`src/hw/rtl/sng_pkg.sv`:
```
// Package for the sidechain noise gate: payload structs, controller command struct and constants.
// Used by the controller, the datapath and the top level. Depends on nothing.
package sng_pkg;

  localparam int SW = 24;
  localparam int FB = 16;
  localparam int YW = SW + 4;
  localparam int NUM_REGS = 8;

  localparam logic [2:0] REG_BP_GAIN   = 3'd0;
  localparam logic [2:0] REG_BP_FB     = 3'd1;
  localparam logic [2:0] REG_ATTACK    = 3'd2;
  localparam logic [2:0] REG_RELEASE   = 3'd3;
  localparam logic [2:0] REG_HOLD      = 3'd4;
  localparam logic [2:0] REG_THRESHOLD = 3'd5;
  localparam logic [2:0] REG_FLOOR     = 3'd6;
  localparam logic [2:0] REG_MIX       = 3'd7;

  typedef struct packed {
    logic signed [SW-1:0] main_left;
    logic signed [SW-1:0] main_right;
    logic signed [SW-1:0] side_left;
    logic signed [SW-1:0] side_right;
    logic                 block_end;
  } in_item_t;

  typedef struct packed {
    logic signed [SW-1:0] out_left;
    logic signed [SW-1:0] out_right;
    logic                 block_last;
  } out_item_t;

  typedef enum logic [7:0] {
    ST_IDLE  = 8'b0000_0001,
    ST_FILTL = 8'b0000_0010,
    ST_FILTR = 8'b0000_0100,
    ST_ENV   = 8'b0000_1000,
    ST_GAIN  = 8'b0001_0000,
    ST_MIX   = 8'b0010_0000,
    ST_OUT   = 8'b0100_0000,
    ST_WAIT  = 8'b1000_0000
  } state_t;

  typedef struct packed {
    logic load;
    logic filt_l;
    logic filt_r;
    logic env;
    logic gain;
    logic mix;
    logic outp;
  } cmd_t;

endpackage

```
`src/hw/rtl/sng_ctrl.sv`:
```
// Controller state machine of the sidechain noise gate.
// Sequences the datapath one stage per cycle, holding while the output is full; depends on sng_pkg.
module sng_ctrl (
  input  logic          clk,
  input  logic          rst_n,
  input  logic          in_valid,
  output logic          in_stall,
  input  logic          out_full,
  output sng_pkg::cmd_t cmd
);
  import sng_pkg::*;

  state_t state_r, state_nxt;

  always_comb begin
    state_nxt = state_r;
    case (state_r)
      ST_IDLE:  if (in_valid) state_nxt = ST_FILTL;
      ST_FILTL: state_nxt = ST_FILTR;
      ST_FILTR: state_nxt = ST_ENV;
      ST_ENV:   state_nxt = ST_GAIN;
      ST_GAIN:  state_nxt = ST_MIX;
      ST_MIX:   state_nxt = ST_WAIT;
      ST_WAIT:  if (!out_full) state_nxt = ST_OUT;
      ST_OUT:   state_nxt = ST_IDLE;
      default:  state_nxt = ST_IDLE;
    endcase
  end

  always_ff @(posedge clk) begin
    if (!rst_n) begin
      state_r <= ST_IDLE;
    end else begin
      state_r <= state_nxt;
    end
  end

  assign in_stall   = (state_r != ST_IDLE);
  assign cmd.load   = (state_r == ST_IDLE) && in_valid;
  assign cmd.filt_l = (state_r == ST_FILTL);
  assign cmd.filt_r = (state_r == ST_FILTR);
  assign cmd.env    = (state_r == ST_ENV);
  assign cmd.gain   = (state_r == ST_GAIN);
  assign cmd.mix    = (state_r == ST_MIX);
  assign cmd.outp   = (state_r == ST_OUT);

  a_onehot: assert property (@(posedge clk) disable iff (!rst_n) $onehot(state_r))
    else $error("Controller state is not one-hot.");
  a_seq: assert property (@(posedge clk) disable iff (!rst_n)
    cmd.load |=> cmd.filt_l ##1 cmd.filt_r ##1 cmd.env)
    else $error("Processing sequence broken after load.");
  a_out: assert property (@(posedge clk) disable iff (!rst_n) cmd.outp |-> !out_full)
    else $error("Result issued while output register is full.");
endmodule

```
`config.mk`:
```
export PLATFORM = sky130hd
export DESIGN_NAME = sng_ctrl
export DESIGN_NICKNAME = d
export VERILOG_FILES = /design/src/hw/rtl/sng_pkg.sv /design/src/hw/rtl/sng_ctrl.sv
export SDC_FILE = /design/constraint.sdc
export NUM_CORES = 1
export LEC_CHECK = 0
export ABC_AREA = 1
export BUFFER_PORTS_ARGS = -buffer_cell sky130_fd_sc_hd__buf_2
export CAP_MARGIN = 20
export CORE_ASPECT_RATIO = 0.75
export CORE_MARGIN = 1.5
export CORE_UTILIZATION = 26
export CTS_CLUSTER_SIZE = 30
export DETAILED_ROUTE_END_ITERATION = 10
export SLEW_MARGIN = 20
export SYNTH_ARGS = -nofsm -noshare
export SYNTH_HDL_FRONTEND = slang
export SYNTH_SLANG_ARGS = --single-unit
```
`constraint.sdc`:
```
create_clock -name clk -period 1.3 [get_ports clk]
set_clock_uncertainty 0.05 [all_clocks]
set_input_delay 0.26 -clock clk [delete_from_list [all_inputs] [get_ports clk]]
set_output_delay 0.26 -clock clk [all_outputs]
set_load 0.02 [all_outputs]
```
==> qor.txt <==
share of cells above drive strength 1 - 65.3%
setup TNS - -962 ps
Area after DPL - 562 sq um
hpwl dp - 814 microns
r2r setup slk - 0 ps
vias in the first global route - 437
n_diodes - 0
Detail Route Antenna Nets - 0
Fmax achieved - 0.692 GHz
critical path class - flop to output pin
RSZ-0062 raised after global routing - true
syn_area_per_cell - 5.83 sq um
H-tree Lvls - 1
Starting DRT DRC Count - 8
cell area after synthesis - 478 sq um
Synthesized Nets - 86
Nets - 107
total power - 0.000599 W
post-synthesis instance total - 82
Final Hold Fails - 0
Ports - 12
post-synthesis cell type count - 14
via count - 534
routed wire length - 1190 microns
Vias/cell - 4.34
fin area - 800 sq um
commonest non-fill, non-tap cells in the layout - nand2_1 (12), nand2_2 (9), inv_2 (8)
Post-Place Cells - 114
worst slew pin tran - 182 ps
status - finished with violations
clock sinks - 8
IO buf count - 11
GRT Total Usage - 11.4%
total CTS buffers - 3
top cell type's share of synthesized area - 33.5%
top flop regs - state_r (8)
Worst Path Max Fanout - 5
Biggest register - state_r
worst path arrival time - 1140 ps
# rows - 13
clk_lat worst skew - 240 ps
slew margin rel. - 87.8%
most common cell after layout, fill and taps aside - nand2_1
Leakage - 0.397 nW
crit start category - flop
first-pass GRT wire length - 1720 microns
Die ar. - 0.00211 sq mm
post-synthesis sequential area ratio - 33.5%
CTS max path bufs - 2
Routed WL per cell - 9.69 microns
GPL Wtd Cong - 0.740
DRC - 0
Largest register FFs - 8
CTS tree - done
Die H - 40.1 microns
clock-pin slew on the worst setup and hold paths - 50 ps
Starting Density - 27.7%
peak supply drop - 0.347 mV
total of max-cap violations - 0
PnR worst setup slack - -146 ps
utilization after layout - 46.4%
min cycle time layout - 1450 ps
failing checks - negative setup slack
largest net degree at the start of global routing - 6
Critical Path RT - 990 ps
first drt pass iteration count - 4
yosys warns - 0
synthesis-stage register bit count - 8
Worst Setup End Kind - output pin
Hold Path Class - primary input to flop
root buffer cell - clkbuf_4
synth top area cells - dfxtp_1 (34%), nand2_1 (16%), inv_1 (12%)
Chip Width - 52.5 microns
period utilization - 111%
Cell Count, Final, Fillers Out - 123
Final setup viols - 8
Core Footprint - 0.00172 sq mm
initial antenna violation count - 0
gr ovfl total - 0
Power Density - 749 mW/mm^2
Max Slew Vio Count - 0
area leader, netlist - dfxtp_1
Layout area overhead - 67.3%
-- worst max-delay path, cell delays in order, from the launching register on --
cell and delay [ps]:
dfxtp_4 360, nor2_2 90, nand2_2 70, inv_4 100, nand2_4 70, nor2_4 80
buf_6 120
-- synthesized netlist by cell type, drive strengths merged --
master / number
nor3: 1
nor2: 17
inv: 17
nand2: 25
nand3: 4
nand4: 3
nor4: 1
a21oi: 2
clkinv: 3
dfxtp: 8
buf: 1
-- stage by stage --
step / setup WS [ps] / hold slack (ps)
floorplan: 65.5 / 356
global placement: 72.6 / 494
detailed placement: 38.3 / 496
CTS: -157 / 243
global route: -205 / 246
finish: -146 / 242
-- routing by layer --
layer  share of wire, %  vias up  global-route usage [%]
li1                   -      284                       -
met1                 44      236                    12.8
met2                 52       14                    21.3
met3                4.3        0                    2.99
met4                  0        0                    4.49
met5                  0        -                       0
-- power breakdown --
group	total, W	internal [W]	switching [W]
Sequential	0.000257	0.000251	0.00000599
Clock	0.000176	0.000105	0.0000712
Combinational	0.000166	0.0000721	0.0000939
-- cells by family (layout without fill, tap and decap cells) --
family	Yosys count	after routing	share of synthesized area, %
compound gates	2	2	2.09
buf+inv	21	40	17.3
flops	8	8	33.5
simple gates	51	51	47.1
-- area by class of cell --
class | count | area [sq um]
multi-input cells | 53 | 355
inverters | 20 | 85.1
fillers | 173 | 925
clock buffers | 3 | 22.5
well taps | 22 | 27.5
repair buffers | 17 | 140
flip-flops and latches | 8 | 169
-- final timing paths --
kind / from / end / cells after the start
worst max-delay path: state_r[7]$_SDFFE_PN0P_ / cmd[6] / 6
worst min-delay path: rst_n / state_r[2]$_SDFFE_PN0P_ / 3
worst min register to register: state_r[7]$_SDFFE_PN0P_ / state_r[6]$_SDFFE_PN0P_ / 4
worst max register to register: state_r[7]$_SDFFE_PN0P_ / state_r[0]$_SDFFE_PN1P_ / 10
-- repair_timing --
item | CTS | global route
pin swaps | 8 | 6
cloned | 0 | 0
resized for setup | 42 | 21
endpoints found under the setup margin | 8 | 9
setup buffers | 3 | 3
hold buffers | 0 | 0
No activity file was read; power rests on OpenSTA's default activity.
